==> src/pmtu_pkg.sv <==
// Shared types, constants and the next-probe-size function for the path MTU probe search.
package pmtu_pkg;

    localparam logic [15:0] JUMP_MTU = 16'd1280;
    localparam logic [15:0] ONCE_MTU = 16'd1500;

    localparam logic [15:0] MAX_MTU_RST    = 16'd1500;
    localparam logic [10:0] PROBE_STEP_RST = 11'd80;
    localparam logic [7:0]  LOST_LIMIT_RST = 8'd3;

    localparam int unsigned CFG_IDX_W  = 2;
    localparam int unsigned CFG_DATA_W = 16;

    localparam logic [CFG_IDX_W-1:0] CFG_MAX_MTU    = 2'd0;
    localparam logic [CFG_IDX_W-1:0] CFG_PROBE_STEP = 2'd1;
    localparam logic [CFG_IDX_W-1:0] CFG_LOST_LIMIT = 2'd2;

    typedef enum logic [1:0] {
        REQ_START   = 2'd0,
        REQ_RESTART = 2'd1,
        REQ_ACK     = 2'd2,
        REQ_LOST    = 2'd3
    } t_req_type;

    typedef struct packed {
        logic [15:0] max_mtu;
        logic [10:0] probe_step;
        logic [7:0]  lost_limit;
    } t_cfg;

    typedef struct packed {
        t_req_type   req;
        logic [15:0] packet_size;
        logic [15:0] start_mtu;
        logic        min_validated;
    } t_event;

    typedef struct packed {
        logic        send_probe;
        logic [15:0] probe_size;
        logic [15:0] path_mtu;
        logic        complete;
        logic        ack_taken;
    } t_result;

    typedef struct packed {
        logic [15:0] size;
        logic        seen_1500;
    } t_next;

    // Next probe size from the current MTU; also returns the updated probed-1500 flag.
    function automatic t_next pmtu_next_size(input logic [15:0] cur, input logic seen,
                                             input t_cfg cfg);
        t_next       r;
        logic [16:0] sum;
        logic [15:0] m;
        r.seen_1500 = seen;
        sum = {1'b0, cur} + {6'd0, cfg.probe_step};
        if (cur < JUMP_MTU) begin
            r.size = (cfg.max_mtu < JUMP_MTU) ? cfg.max_mtu : JUMP_MTU;
        end else begin
            m = (sum > {1'b0, cfg.max_mtu}) ? cfg.max_mtu : sum[15:0];
            if (!seen && m >= ONCE_MTU) begin
                m = ONCE_MTU;
                r.seen_1500 = 1'b1;
            end
            r.size = m;
        end
        return r;
    endfunction

endpackage

==> src/path_mtu_probe_search.sv <==
// Top level: event input register, search logic, result output register.
// An event is held in the input register until the result register is free, then moves into it.
// Throughput: one event per cycle while the result is not stalled; the search state updates as
// an event moves from the input register into the result register.
// Reset: synchronous active-low; clears the search state (search complete, MTU zero),
// loads the configuration defaults and empties both registers.
module path_mtu_probe_search
    import pmtu_pkg::*;
(
    input  logic                  i_clk,
    input  logic                  i_rst_n,
    input  logic                  i_in_valid,
    output logic                  o_in_stall,
    input  logic [1:0]            i_req_type,
    input  logic [15:0]           i_packet_size,
    input  logic [15:0]           i_start_mtu,
    input  logic                  i_min_validated,
    output logic                  o_out_valid,
    input  logic                  i_out_stall,
    output logic                  o_send_probe,
    output logic [15:0]           o_probe_size_out,
    output logic [15:0]           o_path_mtu_out,
    output logic                  o_complete,
    output logic                  o_ack_taken,
    input  logic                  i_cfg_valid,
    output logic                  o_cfg_ready,
    input  logic [CFG_IDX_W-1:0]  i_cfg_index,
    input  logic [CFG_DATA_W-1:0] i_cfg_data
);

    t_cfg    cfg;
    t_event  r_evt;
    t_result res;
    t_result r_res;
    logic    r_in_vld;
    logic    r_out_vld;
    logic    out_free;
    logic    proc;
    logic    in_take;

    assign o_cfg_ready = 1'b1;

    pmtu_cfg u_cfg (
        .i_clk      (i_clk),
        .i_rst_n    (i_rst_n),
        .i_wr_en    (i_cfg_valid && o_cfg_ready),
        .i_wr_index (i_cfg_index),
        .i_wr_data  (i_cfg_data),
        .o_cfg      (cfg)
    );

    assign out_free   = !r_out_vld || !i_out_stall;
    assign proc       = r_in_vld && out_free;
    assign o_in_stall = r_in_vld && !out_free;
    assign in_take    = i_in_valid && !o_in_stall;

    always_ff @(posedge i_clk) begin
        if (!i_rst_n) begin
            r_in_vld <= 1'b0;
        end else if (in_take) begin
            r_in_vld <= 1'b1;
        end else if (proc) begin
            r_in_vld <= 1'b0;
        end
    end

    always_ff @(posedge i_clk) begin
        if (in_take) begin
            r_evt.req           <= t_req_type'(i_req_type);
            r_evt.packet_size   <= i_packet_size;
            r_evt.start_mtu     <= i_start_mtu;
            r_evt.min_validated <= i_min_validated;
        end
    end

    pmtu_search u_search (
        .i_clk   (i_clk),
        .i_rst_n (i_rst_n),
        .i_cfg   (cfg),
        .i_fire  (proc),
        .i_evt   (r_evt),
        .o_res   (res)
    );

    always_ff @(posedge i_clk) begin
        if (!i_rst_n) begin
            r_out_vld <= 1'b0;
        end else if (out_free) begin
            r_out_vld <= proc;
        end
    end

    always_ff @(posedge i_clk) begin
        if (proc) begin
            r_res <= res;
        end
    end

    assign o_out_valid      = r_out_vld;
    assign o_send_probe     = r_res.send_probe;
    assign o_probe_size_out = r_res.probe_size;
    assign o_path_mtu_out   = r_res.path_mtu;
    assign o_complete       = r_res.complete;
    assign o_ack_taken      = r_res.ack_taken;

`ifndef NO_ASSERTIONS
    // input side only stalls when an event is held back by a stalled result
    a_stall_cause: assert property (@(posedge i_clk) disable iff (!i_rst_n)
        o_in_stall |-> (r_in_vld && r_out_vld && i_out_stall))
        else $error("input stall without a blocked result");

    // a processed event always shows up as a result in the next cycle
    a_proc_result: assert property (@(posedge i_clk) disable iff (!i_rst_n)
        proc |=> r_out_vld)
        else $error("processed event lost");

    // an accepted ack that asks for no further probe must finish the search
    a_ack_done: assert property (@(posedge i_clk) disable iff (!i_rst_n)
        (r_out_vld && o_ack_taken && !o_send_probe) |-> o_complete)
        else $error("ack without probe left search open");
`endif

endmodule

==> src/pmtu_cfg.sv <==
// Configuration registers of the path MTU probe search.
module pmtu_cfg
    import pmtu_pkg::*;
(
    input  logic                  i_clk,
    input  logic                  i_rst_n,
    input  logic                  i_wr_en,
    input  logic [CFG_IDX_W-1:0]  i_wr_index,
    input  logic [CFG_DATA_W-1:0] i_wr_data,
    output t_cfg                  o_cfg
);

    t_cfg r_cfg;

    always_ff @(posedge i_clk) begin
        if (!i_rst_n) begin
            r_cfg.max_mtu    <= MAX_MTU_RST;
            r_cfg.probe_step <= PROBE_STEP_RST;
            r_cfg.lost_limit <= LOST_LIMIT_RST;
        end else if (i_wr_en) begin
            unique case (i_wr_index)
                CFG_MAX_MTU:    r_cfg.max_mtu    <= i_wr_data;
                CFG_PROBE_STEP: r_cfg.probe_step <= i_wr_data[10:0];
                CFG_LOST_LIMIT: r_cfg.lost_limit <= i_wr_data[7:0];
                default: ;
            endcase
        end
    end

    assign o_cfg = r_cfg;

endmodule

==> src/pmtu_search.sv <==
// Search state registers and the per-event next-state and result logic.
module pmtu_search
    import pmtu_pkg::*;
(
    input  logic    i_clk,
    input  logic    i_rst_n,
    input  t_cfg    i_cfg,
    input  logic    i_fire,
    input  t_event  i_evt,
    output t_result o_res
);

    logic [15:0] r_cur, n_cur;
    logic [15:0] r_probe, n_probe;
    logic [7:0]  r_retry, n_retry;
    logic        r_seen, n_seen;
    logic        r_done, n_done;
    logic        r_minok, n_minok;

    logic [15:0] ent_cur;
    logic        ent_seen;
    logic        ent_minok;
    logic        do_entry;
    logic        send;
    logic        taken;
    logic        match;
    logic [8:0]  retry_inc;
    t_next       ns;

    assign match     = (i_evt.packet_size == r_probe);
    assign retry_inc = {1'b0, r_retry} + 9'd1;
    assign ns        = pmtu_next_size(ent_cur, ent_seen, i_cfg);

    // values the search entry starts from, per event kind
    always_comb begin
        ent_cur   = r_cur;
        ent_seen  = r_seen;
        ent_minok = r_minok;
        unique case (i_evt.req)
            REQ_START: begin
                ent_cur   = i_evt.start_mtu;
                ent_seen  = (i_evt.start_mtu >= ONCE_MTU);
                ent_minok = i_evt.min_validated;
            end
            REQ_RESTART: begin
                ent_minok = i_evt.min_validated;
            end
            REQ_ACK: begin
                ent_cur = r_probe;
            end
            REQ_LOST: ;
        endcase
    end

    always_comb begin
        n_cur     = r_cur;
        n_probe   = r_probe;
        n_retry   = r_retry;
        n_seen    = r_seen;
        n_done    = r_done;
        n_minok   = r_minok;
        send      = 1'b0;
        taken     = 1'b0;
        do_entry  = 1'b0;
        unique case (i_evt.req)
            REQ_START: begin
                do_entry  = 1'b1;
            end
            REQ_RESTART: begin
                do_entry  = 1'b1;
            end
            REQ_ACK: begin
                if (match) begin
                    taken   = 1'b1;
                    n_cur   = r_probe;
                    if (r_probe == i_cfg.max_mtu) begin
                        n_done = 1'b1;
                    end else begin
                        do_entry = 1'b1;
                    end
                end
            end
            REQ_LOST: begin
                if (match) begin
                    if (retry_inc >= {1'b0, i_cfg.lost_limit}) begin
                        n_done = 1'b1;
                    end else begin
                        n_retry = retry_inc[7:0];
                        send    = 1'b1;
                    end
                end
            end
        endcase

        if (do_entry) begin
            n_cur   = ent_cur;
            n_seen  = ent_seen;
            n_minok = ent_minok;
            n_retry = 8'd0;
            n_done  = 1'b0;
            if (ent_minok) begin
                n_probe = ns.size;
                n_seen  = ns.seen_1500;
            end else begin
                n_probe = ent_cur;
            end
            // validated minimum and nothing larger to try: done without a probe
            if (ent_minok && n_probe == ent_cur) begin
                n_done = 1'b1;
            end else begin
                send = 1'b1;
            end
        end
    end

    always_ff @(posedge i_clk) begin
        if (!i_rst_n) begin
            r_cur   <= 16'd0;
            r_probe <= 16'd0;
            r_retry <= 8'd0;
            r_seen  <= 1'b0;
            r_done  <= 1'b1;
            r_minok <= 1'b0;
        end else if (i_fire) begin
            r_cur   <= n_cur;
            r_probe <= n_probe;
            r_retry <= n_retry;
            r_seen  <= n_seen;
            r_done  <= n_done;
            r_minok <= n_minok;
        end
    end

    assign o_res.send_probe = send;
    assign o_res.probe_size = n_probe;
    assign o_res.path_mtu   = n_cur;
    assign o_res.complete   = n_done;
    assign o_res.ack_taken  = taken;

endmodule
==> config.mk <==
export PLATFORM = sky130hd
export DESIGN_NAME = path_mtu_probe_search
export DESIGN_NICKNAME = d
export VERILOG_FILES = /design/src/pmtu_pkg.sv /design/src/path_mtu_probe_search.sv /design/src/pmtu_cfg.sv /design/src/pmtu_search.sv
export SDC_FILE = /design/constraint.sdc
export NUM_CORES = 1
export LEC_CHECK = 0
export BUFFER_PORTS_ARGS = -buffer_cell sky130_fd_sc_hd__buf_2
export CAP_MARGIN = 10
export CORE_UTILIZATION = 60
export CTS_CLUSTER_SIZE = 16
export DETAILED_ROUTE_END_ITERATION = 6
export PLACE_DENSITY = 0.84
export SYNTH_ARGS = -nofsm -noshare
export SYNTH_HDL_FRONTEND = slang
export SYNTH_SLANG_ARGS = --single-unit
==> constraint.sdc <==
create_clock -name i_clk -period 10.1 [get_ports i_clk]
set_clock_uncertainty 0.1 [all_clocks]
set_input_delay 1.515 -clock i_clk [delete_from_list [all_inputs] [get_ports i_clk]]
set_output_delay 1.515 -clock i_clk [all_outputs]
set_load 0.02 [all_outputs]
==> results of run 1 <==
[placed cells by master (no fill, tap or decap), types with 17 or more instances in the layout]
cell                        count
sky130_fd_sc_hd__ha_1          36
sky130_fd_sc_hd__o21a_1        17
sky130_fd_sc_hd__nor2_1        69
sky130_fd_sc_hd__a21oi_1       47
sky130_fd_sc_hd__buf_4         20
sky130_fd_sc_hd__dfxtp_1       80
sky130_fd_sc_hd__o21ai_0       48
sky130_fd_sc_hd__edfxtp_1      70
sky130_fd_sc_hd__clkbuf_16     17
sky130_fd_sc_hd__xnor2_1       28
sky130_fd_sc_hd__mux2i_1       48
sky130_fd_sc_hd__nand2_1      178
sky130_fd_sc_hd__mux2_2        17
sky130_fd_sc_hd__inv_1         33
sky130_fd_sc_hd__a21o_1        17
sky130_fd_sc_hd__nand3_1       29
sky130_fd_sc_hd__a21boi_0      36
sky130_fd_sc_hd__buf_2         94
sky130_fd_sc_hd__xor2_1        23
[cells by family (layout without fill, tap and decap cells)]
logic type | after synthesis | in the layout | share of synthesized area [%]
compound gates | 285 | 285 | 20.9
xor+xnor | 51 | 51 | 4.68
fa+ha+maj | 37 | 37 | 4.93
buf+inv | 98 | 180 | 4.34
flops | 150 | 150 | 38.8
mux | 68 | 68 | 7.49
other cells | 1 | 2 | 0.0393
simple gates | 386 | 386 | 18.8
[layout make-up]
type	instances	area [um^2]
Antenna cell	1	2.50
Tap cell	211	264
Timing Repair Buffer	114	621
Fill cell	1184	4620
Multi-Input combinational cell	828	5450
Clock inverter	15	153
Inverter	34	128
Clock buffer	17	425
Sequential cell	150	3700
[metal layers]
metal  global-route usage [%]  vias up  routed length [um]
li1                         -     4051                   -
met1                     47.8     4220               12300
met2                     63.0      535               14300
met3                     8.43      124                2730
met4                     21.9        2                1490
met5                        0        -                  16
[power groups by stage]
stage	Combinational [mW]	Clock, mW	Sequential (mW)
after global placement	0.344	0	0.704
after detailed placement	0.346	0	0.704
after CTS	0.348	0.627	0.691
final	0.358	0.624	0.693
after floorplan	0.240	0	0.701
after global routing	0.383	0.651	0.694
[registers in the layout (all words and copies together) (netlist names)]
name	flops
o_ack_taken	1
o_complete	1
o_out_valid	1
o_path_mtu_out	16
o_probe_size_out	16
o_send_probe	1
r_evt	35
r_in_vld	1
u_cfg.o_cfg	35
u_search.r_cur	16
u_search.r_done	1
u_search.r_minok	1
u_search.r_probe	16
u_search.r_retry	8
u_search.r_seen	1
[critical path: cells and delay by family (launching register included)]
kind	cells	cell delay, ns
AO/OA/AOI/OAI	13	3.84
buffers and inverters	2	0.59
AND/OR/NAND/NOR	5	1.65
multiplexers	1	0.23
adder cells (fa/ha/maj)	2	0.64
XOR/XNOR	1	0.15
flip-flops	1	0.34
[final timing paths]
kind | depth (start not counted) | from | end | slack, ns
min | 2 | u_cfg.o_cfg[18] | u_cfg.o_cfg[18] | 0.37
max | 24 | r_evt[34] | u_search.r_probe[5] | 2.43
min reg2reg | 2 | u_cfg.o_cfg[18] | u_cfg.o_cfg[18] | 0.37
max reg2reg | 24 | r_evt[34] | u_search.r_probe[5] | 2.43
[metrics by stage]
| stage | total power, mW | setup slack (ns) |
|---|---|---|
| 2_1_floorplan | 0.941 | 3.81 |
| 3_3_place_gp | 1.05 | 2.92 |
| 3_5_place_dp | 1.05 | 2.69 |
| 4_1_cts | 1.67 | 2.64 |
| 5_1_grt | 1.73 | 2.01 |
| 6_report | 1.68 | 2.43 |
==> impl_metrics.prom, run 1 <==
# TYPE chip_impl_metric gauge
chip_impl_metric{name="track_usage",unit="%"} 38.8
chip_impl_metric{name="core",unit="um^2"} 15400
chip_impl_metric{name="die_x",unit="um"} 128
chip_impl_metric{name="post_synth_num_cell_types",unit=""} 82
chip_impl_metric{name="h-tree-depth",unit=""} 4
chip_impl_metric{name="period_share",unit="%"} 76.0
chip_impl_metric{name="cts.sinks",unit=""} 150
chip_impl_metric{name="vias_per_cell",unit=""} 6.52
chip_impl_metric{name="place.port_buffers",unit=""} 94
chip_impl_metric{name="power_report.internal_total",unit="mW"} 1.12
chip_impl_metric{name="yosysTopAreaCellShare",unit="%"} 22.0
chip_impl_metric{name="number_of_hold_violations_in_the_final_report",unit=""} 0
chip_impl_metric{name="dp.final_hpwl",unit="um"} 22200
chip_impl_info{name="grt_setup_unrepaired",value="false"} 1
chip_impl_metric{name="report.final.setup_viol",unit=""} 0
chip_impl_metric{name="worst_ir_drop_vdd",unit="mV"} 0.129
chip_impl_metric{name="detail_route.first_pass.iterations",unit=""} 7
chip_impl_metric{name="cts_hold_buffers",unit=""} 0
chip_impl_info{name="cts_tree",value="yes"} 1
chip_impl_metric{name="first_iter_violations",unit=""} 1061
chip_impl_metric{name="clk_transition_reported_paths",unit="ns"} 0.07
chip_impl_info{name="synth_top_cell_by_area",value="sky130_fd_sc_hd__edfxtp_1"} 1
chip_impl_info{name="path_cells",value="buf_4, mux2i_1, nor2_1, a21oi_1, inv_1, ha_1, nand2_1, o31ai_2, o2111ai_2, a21o_1, xnor2_1, ha_1, a21o_1, a211o_1, a311o_1, o21a_1, nor2_2, a41oi_1, o211a_4, nor2_1, a211oi_1, o31ai_1, o21ai_0, and2_1"} 1
chip_impl_metric{name="slew_headroom",unit="%"} 31.7
chip_impl_metric{name="async_reset_ff_share",unit="%"} 0
chip_impl_metric{name="finalHoldWorstSlack",unit="ns"} 0.374
chip_impl_metric{name="timing.setup.tns",unit="ns"} 0
chip_impl_metric{name="slew_violations",unit=""} 0
chip_impl_metric{name="vias_in_the_first_global_route",unit=""} 8635
chip_impl_info{name="outcome",value="finished, final reports clean"} 1
chip_impl_info{name="critical-path-slowest-cell",value="sky130_fd_sc_hd__nor2_2"} 1
chip_impl_metric{name="floorplan.io_pins",unit=""} 96
chip_impl_metric{name="grt_first_pass_wirelength",unit="um"} 47300
chip_impl_info{name="synthMostInstantiatedCell",value="sky130_fd_sc_hd__nand2_1"} 1
chip_impl_metric{name="detail-route-antenna-nets",unit=""} 0
chip_impl_info{name="timing.setup.critical_path_class",value="reg -> reg"} 1
chip_impl_metric{name="power_frac_seq",unit="%"} 41.4
chip_impl_metric{name="fmaxAchievable",unit="GHz"} 0.130
chip_impl_metric{name="synth.ff_latch_count",unit=""} 150
chip_impl_metric{name="layout_min_cycle_time",unit="ns"} 7.67
chip_impl_metric{name="routed_wire_length_per_instance",unit="um"} 22.5
chip_impl_info{name="synth_flop_cell",value="sky130_fd_sc_hd__dfxtp_1"} 1
chip_impl_metric{name="synth_area_per_cell",unit="um^2"} 8.88
chip_impl_metric{name="floorplan.initialDensity",unit="%"} 62.1
chip_impl_metric{name="chipHeight",unit="um"} 128
chip_impl_metric{name="p_r_area_growth_vs_syn",unit="%"} 12.5
chip_impl_metric{name="cp.required",unit="ns"} 10.34
chip_impl_metric{name="clock_path_buffers",unit=""} 2
chip_impl_metric{name="clk-insertion-delay-late",unit="ns"} 0.45
chip_impl_metric{name="grt_max_degree",unit=""} 81
chip_impl_metric{name="power-per-cell-area",unit="nW/um^2"} 156
chip_impl_metric{name="antenna_violations_before_repair",unit=""} 2
chip_impl_metric{name="slowest_delay",unit="ns"} 0.79
chip_impl_metric{name="switching_share",unit="%"} 33.1
chip_impl_metric{name="numCtsBuffers",unit=""} 17
chip_impl_metric{name="place_congestion",unit=""} 1.02
chip_impl_metric{name="synth_enable_flop_cells",unit=""} 70
chip_impl_metric{name="total_nets_after_synthesis",unit=""} 1171
chip_impl_info{name="synth_top_cells_by_area",value="sky130_fd_sc_hd__edfxtp_1 (22%), sky130_fd_sc_hd__dfxtp_1 (17%), sky130_fd_sc_hd__nand2_1 (7.0%)"} 1
chip_impl_metric{name="placedInstanceArea",unit="um^2"} 10200
chip_impl_metric{name="timing_worst_slew_pin_value",unit="ns"} 1.02
chip_impl_info{name="endpoint_kind",value="flop"} 1
chip_impl_metric{name="finalCoreUtilization",unit="%"} 69.9
chip_impl_metric{name="cts.repair_timing.setup_buffer_count",unit=""} 0
chip_impl_metric{name="total_switching_power",unit="mW"} 0.555
chip_impl_metric{name="ys_seq_area_share",unit="%"} 38.8
chip_impl_metric{name="netlist_area",unit="um^2"} 9550
chip_impl_metric{name="drv.max_cap_violation_count",unit=""} 0
chip_impl_metric{name="grt_overflow_total",unit=""} 0
chip_impl_metric{name="std_cell_rows",unit=""} 45
chip_impl_metric{name="drive_gt1_share",unit="%"} 16.0
chip_impl_metric{name="layout.nets",unit=""} 1240
chip_impl_metric{name="post-route-cell-area",unit="um^2"} 10700
chip_impl_metric{name="cp_data_arrival_time",unit="ns"} 7.92
chip_impl_metric{name="synth-warning-count",unit=""} 0
chip_impl_metric{name="routed_wl",unit="um"} 30800
chip_impl_info{name="cts_root_buffer",value="sky130_fd_sc_hd__clkbuf_16"} 1
chip_impl_metric{name="power.static_leakage",unit="nW"} 4.41
chip_impl_metric{name="final-instance-count-excl-fill",unit=""} 1370
chip_impl_info{name="post_synth_most_frequent_cells",value="sky130_fd_sc_hd__nand2_1 (178), sky130_fd_sc_hd__dfxtp_1 (80), sky130_fd_sc_hd__edfxtp_1 (70), sky130_fd_sc_hd__nor2_1 (70), sky130_fd_sc_hd__mux2i_1 (49)"} 1
chip_impl_metric{name="timing.critical_path.fanout_max",unit=""} 26
chip_impl_metric{name="ctsResizeCount",unit=""} 0
chip_impl_metric{name="dieArea",unit="um^2"} 16400
chip_impl_metric{name="drcViolationCount",unit=""} 0
chip_impl_info{name="startpoint_type",value="flop"} 1
chip_impl_metric{name="power.combinational.fraction",unit="%"} 21.4
chip_impl_metric{name="placed_cells",unit=""} 1337
chip_impl_metric{name="gate_count_after_technology_mapping",unit=""} 1076
chip_impl_metric{name="vias_after_detailed_routing",unit=""} 8932
chip_impl_metric{name="clkPwrFrac",unit="%"} 37.3
chip_impl_info{name="holdCritPathClass",value="reg -> reg"} 1
(Power assumes the default switching activity.)
==> inputs of run 2 (changes only) <==
- CORE_UTILIZATION: 60 -> 54
- PLACE_DENSITY: 0.84 -> 0.8
- clock period: 10.1 -> 6.4 ns (I/O delays scaled with it)
==> run 2 against run 1 <==
Against the previous run: sequential cell count did not move; sequential power up 56%; via count rose by 1.8%; critical path depth decreased by 2.
==> impl_metrics.prom, run 2 (synthesis gave the netlist of run 1 again) <==
# TYPE chip_impl_metric gauge
chip_impl_metric{name="number_of_hold_violations_in_the_final_report",unit=""} 0
chip_impl_metric{name="finalHoldWorstSlack",unit="ns"} 0.381
chip_impl_info{name="layout.cells.most_common_list",value="sky130_fd_sc_hd__nand2_1 (178), sky130_fd_sc_hd__buf_2 (94), sky130_fd_sc_hd__dfxtp_1 (80)"} 1
chip_impl_metric{name="h-tree-depth",unit=""} 4
chip_impl_metric{name="fin_ws",unit="ns"} 0.247
chip_impl_metric{name="clock_path_buffers",unit=""} 2
chip_impl_metric{name="clk_transition_reported_paths",unit="ns"} 0.07
chip_impl_info{name="holdCritPathClass",value="reg -> reg"} 1
chip_impl_metric{name="grt_max_degree",unit=""} 81
chip_impl_metric{name="report.final.setup_viol",unit=""} 0
chip_impl_metric{name="vias_in_the_first_global_route",unit=""} 8489
chip_impl_metric{name="cp_data_arrival_time",unit="ns"} 6.23
chip_impl_metric{name="dieArea",unit="um^2"} 18200
chip_impl_metric{name="clkPwrFrac",unit="%"} 39.3
chip_impl_metric{name="chipHeight",unit="um"} 135
chip_impl_metric{name="timing.critical_path.fanout_max",unit=""} 7
chip_impl_metric{name="cp.required",unit="ns"} 6.48
chip_impl_metric{name="period_share",unit="%"} 96.1
chip_impl_metric{name="detail-route-antenna-nets",unit=""} 0
chip_impl_metric{name="layout_min_cycle_time",unit="ns"} 6.15
chip_impl_metric{name="std_cell_rows",unit=""} 48
chip_impl_metric{name="antenna_cells",unit=""} 0
chip_impl_metric{name="reg2reg_setup_slack",unit="ns"} 0.25
chip_impl_metric{name="slew_headroom",unit="%"} 32.1
chip_impl_metric{name="power.combinational.fraction",unit="%"} 22.8
chip_impl_metric{name="final-instance-count-excl-fill",unit=""} 1435
chip_impl_metric{name="drv.max_cap_violation_count",unit=""} 0
chip_impl_info{name="cts_tree",value="yes"} 1
chip_impl_metric{name="cts.sinks",unit=""} 150
chip_impl_metric{name="grt_overflow_total",unit=""} 0
chip_impl_metric{name="first_iter_violations",unit=""} 878
chip_impl_metric{name="worst_ir_drop_vdd",unit="mV"} 0.241
chip_impl_metric{name="power-per-cell-area",unit="nW/um^2"} 252
chip_impl_metric{name="place_congestion",unit=""} 1.02
chip_impl_metric{name="grt_first_pass_wirelength",unit="um"} 48100
chip_impl_metric{name="p_r_area_growth_vs_syn",unit="%"} 18.7
chip_impl_info{name="endpoint_kind",value="flop"} 1
chip_impl_info{name="layout.cells.most_common",value="sky130_fd_sc_hd__nand2_1"} 1
chip_impl_metric{name="timing_worst_slew_pin_value",unit="ns"} 1.02
chip_impl_metric{name="fmaxAchievable",unit="GHz"} 0.163
chip_impl_metric{name="routed_wire_length_per_instance",unit="um"} 22.1
chip_impl_info{name="cts_root_buffer",value="sky130_fd_sc_hd__clkbuf_16"} 1
chip_impl_info{name="startpoint_type",value="flop"} 1
chip_impl_metric{name="core",unit="um^2"} 17300
chip_impl_metric{name="vias_after_detailed_routing",unit=""} 9089
chip_impl_metric{name="post-layout-total-power",unit="mW"} 2.86
chip_impl_metric{name="vias_per_cell",unit=""} 6.33
chip_impl_metric{name="floorplan.io_pins",unit=""} 96
chip_impl_metric{name="total_switching_power",unit="mW"} 0.885
chip_impl_metric{name="power.static_leakage",unit="nW"} 4.73
chip_impl_metric{name="drcViolationCount",unit=""} 0
chip_impl_metric{name="layout.nets",unit=""} 1292
chip_impl_info{name="path_cells",value="buf_4, mux2i_1, o21a_1, inv_1, ha_1, a21o_1, a22o_1, or3_1, a21oi_2, o211ai_1, ha_1, a211o_1, a311o_1, o21ai_2, nand3_1, and2_1, a221oi_1, o211ai_1, a2111oi_1, nand4_1, o21ai_2, nand2_1"} 1
chip_impl_metric{name="dp.final_hpwl",unit="um"} 23000
chip_impl_info{name="timing.setup.critical_path_class",value="reg -> reg"} 1
chip_impl_metric{name="floorplan.initialDensity",unit="%"} 55.2
chip_impl_metric{name="place.port_buffers",unit=""} 94
chip_impl_metric{name="clk-insertion-delay-late",unit="ns"} 0.43
chip_impl_metric{name="antenna_violations_before_repair",unit=""} 0
chip_impl_metric{name="cts_hold_buffers",unit=""} 0
chip_impl_metric{name="drive_gt1_share",unit="%"} 20.5
chip_impl_metric{name="placement.setup.worst_slack",unit="ns"} 0.144
chip_impl_metric{name="power_report.internal_total",unit="mW"} 1.97
chip_impl_info{name="critical-path-slowest-cell",value="sky130_fd_sc_hd__or3_1"} 1
chip_impl_metric{name="routed_wl",unit="um"} 31800
chip_impl_metric{name="slowest_delay",unit="ns"} 0.44
chip_impl_info{name="outcome",value="finished, final reports clean"} 1
chip_impl_metric{name="numCtsBuffers",unit=""} 17
chip_impl_metric{name="power_frac_seq",unit="%"} 37.9
chip_impl_metric{name="slew_violations",unit=""} 0
chip_impl_metric{name="switching_share",unit="%"} 31.0
chip_impl_metric{name="placed_cells",unit=""} 1400
chip_impl_metric{name="detail_route.first_pass.iterations",unit=""} 6
chip_impl_metric{name="die_x",unit="um"} 135
chip_impl_metric{name="track_usage",unit="%"} 35.3
-- run 2: worst paths after layout --
check,start,end,cells past startpoint
hold reg to reg,u_cfg.o_cfg[15],u_cfg.o_cfg[15],2
hold / removal,u_cfg.o_cfg[15],u_cfg.o_cfg[15],2
setup reg to reg,r_evt[34],o_send_probe,22
setup / recovery,r_evt[34],o_send_probe,22
-- run 2: per-stage QoR --
step                setup TNS, ns  utilization [%]  instance area (um^2)
floorplan                       0                -                  9550
global placement                0             61.2                 10600
finish                          0             65.6                 11300
detailed placement              0             61.2                 10600
CTS                             0             65.0                 11300
global route              -0.0529             65.6                 11300
-- run 2: worst max-delay path: cells and delay by family, from the launching register on --
kind | cells | cell delay, ns
buf+inv | 2 | 0.29
flops | 1 | 0.42
compound gates | 12 | 3.10
fa+ha+maj | 2 | 0.57
mux | 1 | 0.18
simple gates | 5 | 1.24
-- run 2: cell type report --
type	instances	area [um^2]
clock buffer	17	425
multi-input combinational	828	5520
inverter	34	128
sequential	150	3700
fill	1436	5950
clock inverter	15	234
timing repair buffer	166	1050
tap	225	282
-- run 2: power by group through the flow --
stage               Combinational, mW  Sequential (mW)  Clock, mW
CTS                             0.622             1.08       1.13
global route                    0.691             1.09       1.17
detailed placement              0.618             1.10          0
finish                          0.650             1.08       1.12
floorplan                       0.379             1.11          0
global placement                0.617             1.10          0
-- run 2: metal layers --
| layer | track usage, % | up-vias | wire (um) |
|---|---|---|---|
| li1 | - | 4155 | - |
| met1 | 44.5 | 4315 | 12900 |
| met2 | 56.8 | 500 | 14700 |
| met3 | 6.12 | 119 | 2410 |
| met4 | 20.8 | 0 | 1720 |
| met5 | 0 | - | 0 |
-- run 2: timing repair --
action	in CTS	in global routing
gates resized for setup	0	14
setup endpoints to repair	0	16
setup buffers	0	3
==> inputs of run 3 (changes only) <==
- SETUP_SLACK_MARGIN: unset -> 0.3
==> run 3 against run 2 <==
Against the previous run: highest routed layer unchanged; critical path depth unchanged; first-iteration DRC count increased by 9.7%; largest cell class unchanged; die area unchanged; design area increased by 2.9%; power decreased by 1.0%; final cell count increased by 0.63%; core utilization increased by 1.9 points; clock-buffer cell count unchanged; combinational power increased by 14%; fmax increased by 1.5%; largest power group is now registers; sequential share of layout area decreased by 0.91 points.
==> impl_metrics.prom, run 3 (synthesis gave the netlist of run 1 again) <==
# TYPE chip_impl_metric gauge
chip_impl_info{name="outcome",value="finished, final reports clean"} 1
chip_impl_metric{name="antenna_violations_before_repair",unit=""} 0
chip_impl_metric{name="vias_per_cell",unit=""} 6.45
chip_impl_metric{name="layout.nets",unit=""} 1301
chip_impl_metric{name="cts_hold_buffers",unit=""} 0
chip_impl_metric{name="detail-route-antenna-nets",unit=""} 0
chip_impl_metric{name="place.port_buffers",unit=""} 94
chip_impl_metric{name="timing_worst_slew_pin_value",unit="ns"} 1.04
chip_impl_metric{name="track_usage",unit="%"} 36.4
chip_impl_info{name="layout.cells.most_common_list",value="sky130_fd_sc_hd__nand2_1 (177), sky130_fd_sc_hd__buf_2 (94), sky130_fd_sc_hd__dfxtp_1 (80)"} 1
chip_impl_metric{name="dieArea",unit="um^2"} 18200
chip_impl_metric{name="worst_ir_drop_vdd",unit="mV"} 0.211
chip_impl_info{name="grt_setup_unrepaired",value="true"} 1
chip_impl_metric{name="cts.sinks",unit=""} 150
chip_impl_metric{name="core",unit="um^2"} 17300
chip_impl_info{name="worst_r2r_endpoint",value="u_search.r_probe[5]"} 1
chip_impl_metric{name="grt_max_degree",unit=""} 81
chip_impl_info{name="layout.cells.most_common",value="sky130_fd_sc_hd__nand2_1"} 1
chip_impl_info{name="worst_setup_path_endpoint",value="u_search.r_probe[5]"} 1
chip_impl_metric{name="numCtsBuffers",unit=""} 17
chip_impl_info{name="endpoint_kind",value="flop"} 1
chip_impl_info{name="holdCritPathClass",value="reg -> reg"} 1
chip_impl_metric{name="cp.required",unit="ns"} 6.64
chip_impl_metric{name="vias_in_the_first_global_route",unit=""} 8845
chip_impl_metric{name="reg2reg_setup_slack",unit="ns"} 0.34
chip_impl_metric{name="h-tree-depth",unit=""} 4
chip_impl_metric{name="fin_ws",unit="ns"} 0.336
chip_impl_metric{name="detail_route.first_pass.iterations",unit=""} 5
chip_impl_metric{name="timing.critical_path.fanout_max",unit=""} 17
chip_impl_metric{name="die_x",unit="um"} 135
chip_impl_metric{name="placedInstanceArea",unit="um^2"} 10500
chip_impl_metric{name="post-route-cell-area",unit="um^2"} 11700
chip_impl_metric{name="power.static_leakage",unit="nW"} 4.79
chip_impl_info{name="critPathLaunch",value="r_evt[34]"} 1
chip_impl_metric{name="routed_wl",unit="um"} 33100
chip_impl_metric{name="layout_min_cycle_time",unit="ns"} 6.06
chip_impl_metric{name="chipHeight",unit="um"} 135
chip_impl_metric{name="r2r_cells",unit=""} 22
chip_impl_metric{name="drive_gt1_share",unit="%"} 24.9
chip_impl_metric{name="placed_cells",unit=""} 1385
chip_impl_metric{name="power-per-cell-area",unit="nW/um^2"} 242
chip_impl_metric{name="grt_first_pass_wirelength",unit="um"} 49300
chip_impl_info{name="timing.critical_path.mode_cell",value="sky130_fd_sc_hd__nor3_2"} 1
chip_impl_metric{name="floorplan.initialDensity",unit="%"} 55.2
chip_impl_metric{name="floorplan.io_pins",unit=""} 96
chip_impl_metric{name="period_share",unit="%"} 94.7
chip_impl_metric{name="std_cell_rows",unit=""} 48
chip_impl_info{name="cts_root_buffer",value="sky130_fd_sc_hd__clkbuf_16"} 1
chip_impl_metric{name="number_of_hold_violations_in_the_final_report",unit=""} 0
chip_impl_metric{name="post-layout-total-power",unit="mW"} 2.83
chip_impl_metric{name="place_congestion",unit=""} 1.02
chip_impl_metric{name="timing.setup.tns",unit="ns"} 0
chip_impl_metric{name="clk_transition_reported_paths",unit="ns"} 0.07
chip_impl_metric{name="routed_wire_length_per_instance",unit="um"} 23.0
chip_impl_metric{name="p_r_area_growth_vs_syn",unit="%"} 22.2
chip_impl_metric{name="slowest_delay",unit="ns"} 0.50
chip_impl_metric{name="report.final.setup_viol",unit=""} 0
chip_impl_info{name="critical-path-slowest-cell",value="sky130_fd_sc_hd__edfxtp_1"} 1
chip_impl_info{name="timing.setup.critical_path_class",value="reg -> reg"} 1
chip_impl_metric{name="slew_headroom",unit="%"} 30.2
chip_impl_info{name="r2r_start",value="r_evt[34]"} 1
chip_impl_metric{name="cp_data_arrival_time",unit="ns"} 6.31
chip_impl_metric{name="clk-insertion-delay-late",unit="ns"} 0.44
chip_impl_metric{name="finalHoldWorstSlack",unit="ns"} 0.381
chip_impl_metric{name="clock_path_buffers",unit=""} 2
chip_impl_metric{name="drv.max_cap_violation_count",unit=""} 0
chip_impl_metric{name="placement.setup.worst_slack",unit="ns"} -0.0874
chip_impl_info{name="cts_tree",value="yes"} 1
chip_impl_metric{name="slew_violations",unit=""} 0
chip_impl_metric{name="grt_overflow_total",unit=""} 0
chip_impl_metric{name="num-fill-cells",unit=""} 1435
chip_impl_metric{name="antenna_cells",unit=""} 0
chip_impl_metric{name="final-instance-count-excl-fill",unit=""} 1444
chip_impl_info{name="startpoint_type",value="flop"} 1
chip_impl_metric{name="finalCoreUtilization",unit="%"} 67.5
chip_impl_info{name="path_cells",value="buf_12, mux2i_1, o21ai_2, ha_4, a2111o_1, nor4_4, nor3_2, xnor2_1, ha_1, a21o_1, a211o_1, a311o_1, o21a_4, nor2_4, buf_6, nor3_2, o211a_4, nor2_2, a211oi_1, o31ai_1, o21ai_0, and2_1"} 1
chip_impl_metric{name="vias_after_detailed_routing",unit=""} 9317
chip_impl_metric{name="dp.final_hpwl",unit="um"} 23500
chip_impl_metric{name="drcViolationCount",unit=""} 0
chip_impl_metric{name="fmaxAchievable",unit="GHz"} 0.165
chip_impl_metric{name="first_iter_violations",unit=""} 963
-- run 3: worst min path at each step --
stage                 startpoint           endpoint  cells after the start
3_5_place_dp     u_cfg.o_cfg[15]    u_cfg.o_cfg[15]                      2
4_1_cts          u_cfg.o_cfg[15]    u_cfg.o_cfg[15]                      2
2_1_floorplan    u_cfg.o_cfg[12]    u_cfg.o_cfg[12]                      2
3_3_place_gp     u_cfg.o_cfg[15]    u_cfg.o_cfg[15]                      2
5_1_grt        u_search.r_cur[0]  u_search.r_cur[0]                      2
6_report         u_cfg.o_cfg[15]    u_cfg.o_cfg[15]                      2
-- run 3: worst max-delay path, delay by kind of cell, from the launching register on --
family / cells / cell delay (ns)
multiplexers: 1 / 0.13
buffers and inverters: 2 / 0.35
AO/OA/AOI/OAI: 10 / 2.88
XOR/XNOR: 1 / 0.23
AND/OR/NAND/NOR: 6 / 1.21
flip-flops: 1 / 0.50
adder cells (fa/ha/maj): 2 / 0.57
-- run 3: repair_timing --
action	in CTS	in global routing
pin swaps	5	25
buffers inserted	1	24
gates cloned	1	1
endpoints found under the setup margin	16	17
gates resized for setup	18	63
-- run 3: cell type report --
class                           count  area [um^2]  area share, %
Multi-Input combinational cell    830         5850           50.1
Sequential cell                   150         3700           31.7
Timing Repair Buffer              173         1120           9.57
Clock buffer                       17          425           3.65
Tap cell                          225          282           2.41
Clock inverter                     15          165           1.42
Inverter                           34          128           1.09
-- run 3: power by group --
group | leakage, nW | internal, mW | switching (mW)
registers | 1.33 | 1.05 | 0.0348
clock network | 0.279 | 0.521 | 0.476
logic | 3.17 | 0.302 | 0.442
total | 4.79 | 1.87 | 0.953
-- run 3: per-layer routing --
metal	up-vias	part of all wire [%]	track usage, %
li1	4178	-	-
met1	4460	39	45.6
met2	548	47	59.1
met3	131	7.9	6.31
met4	0	5.5	20.8
met5	-	0	0
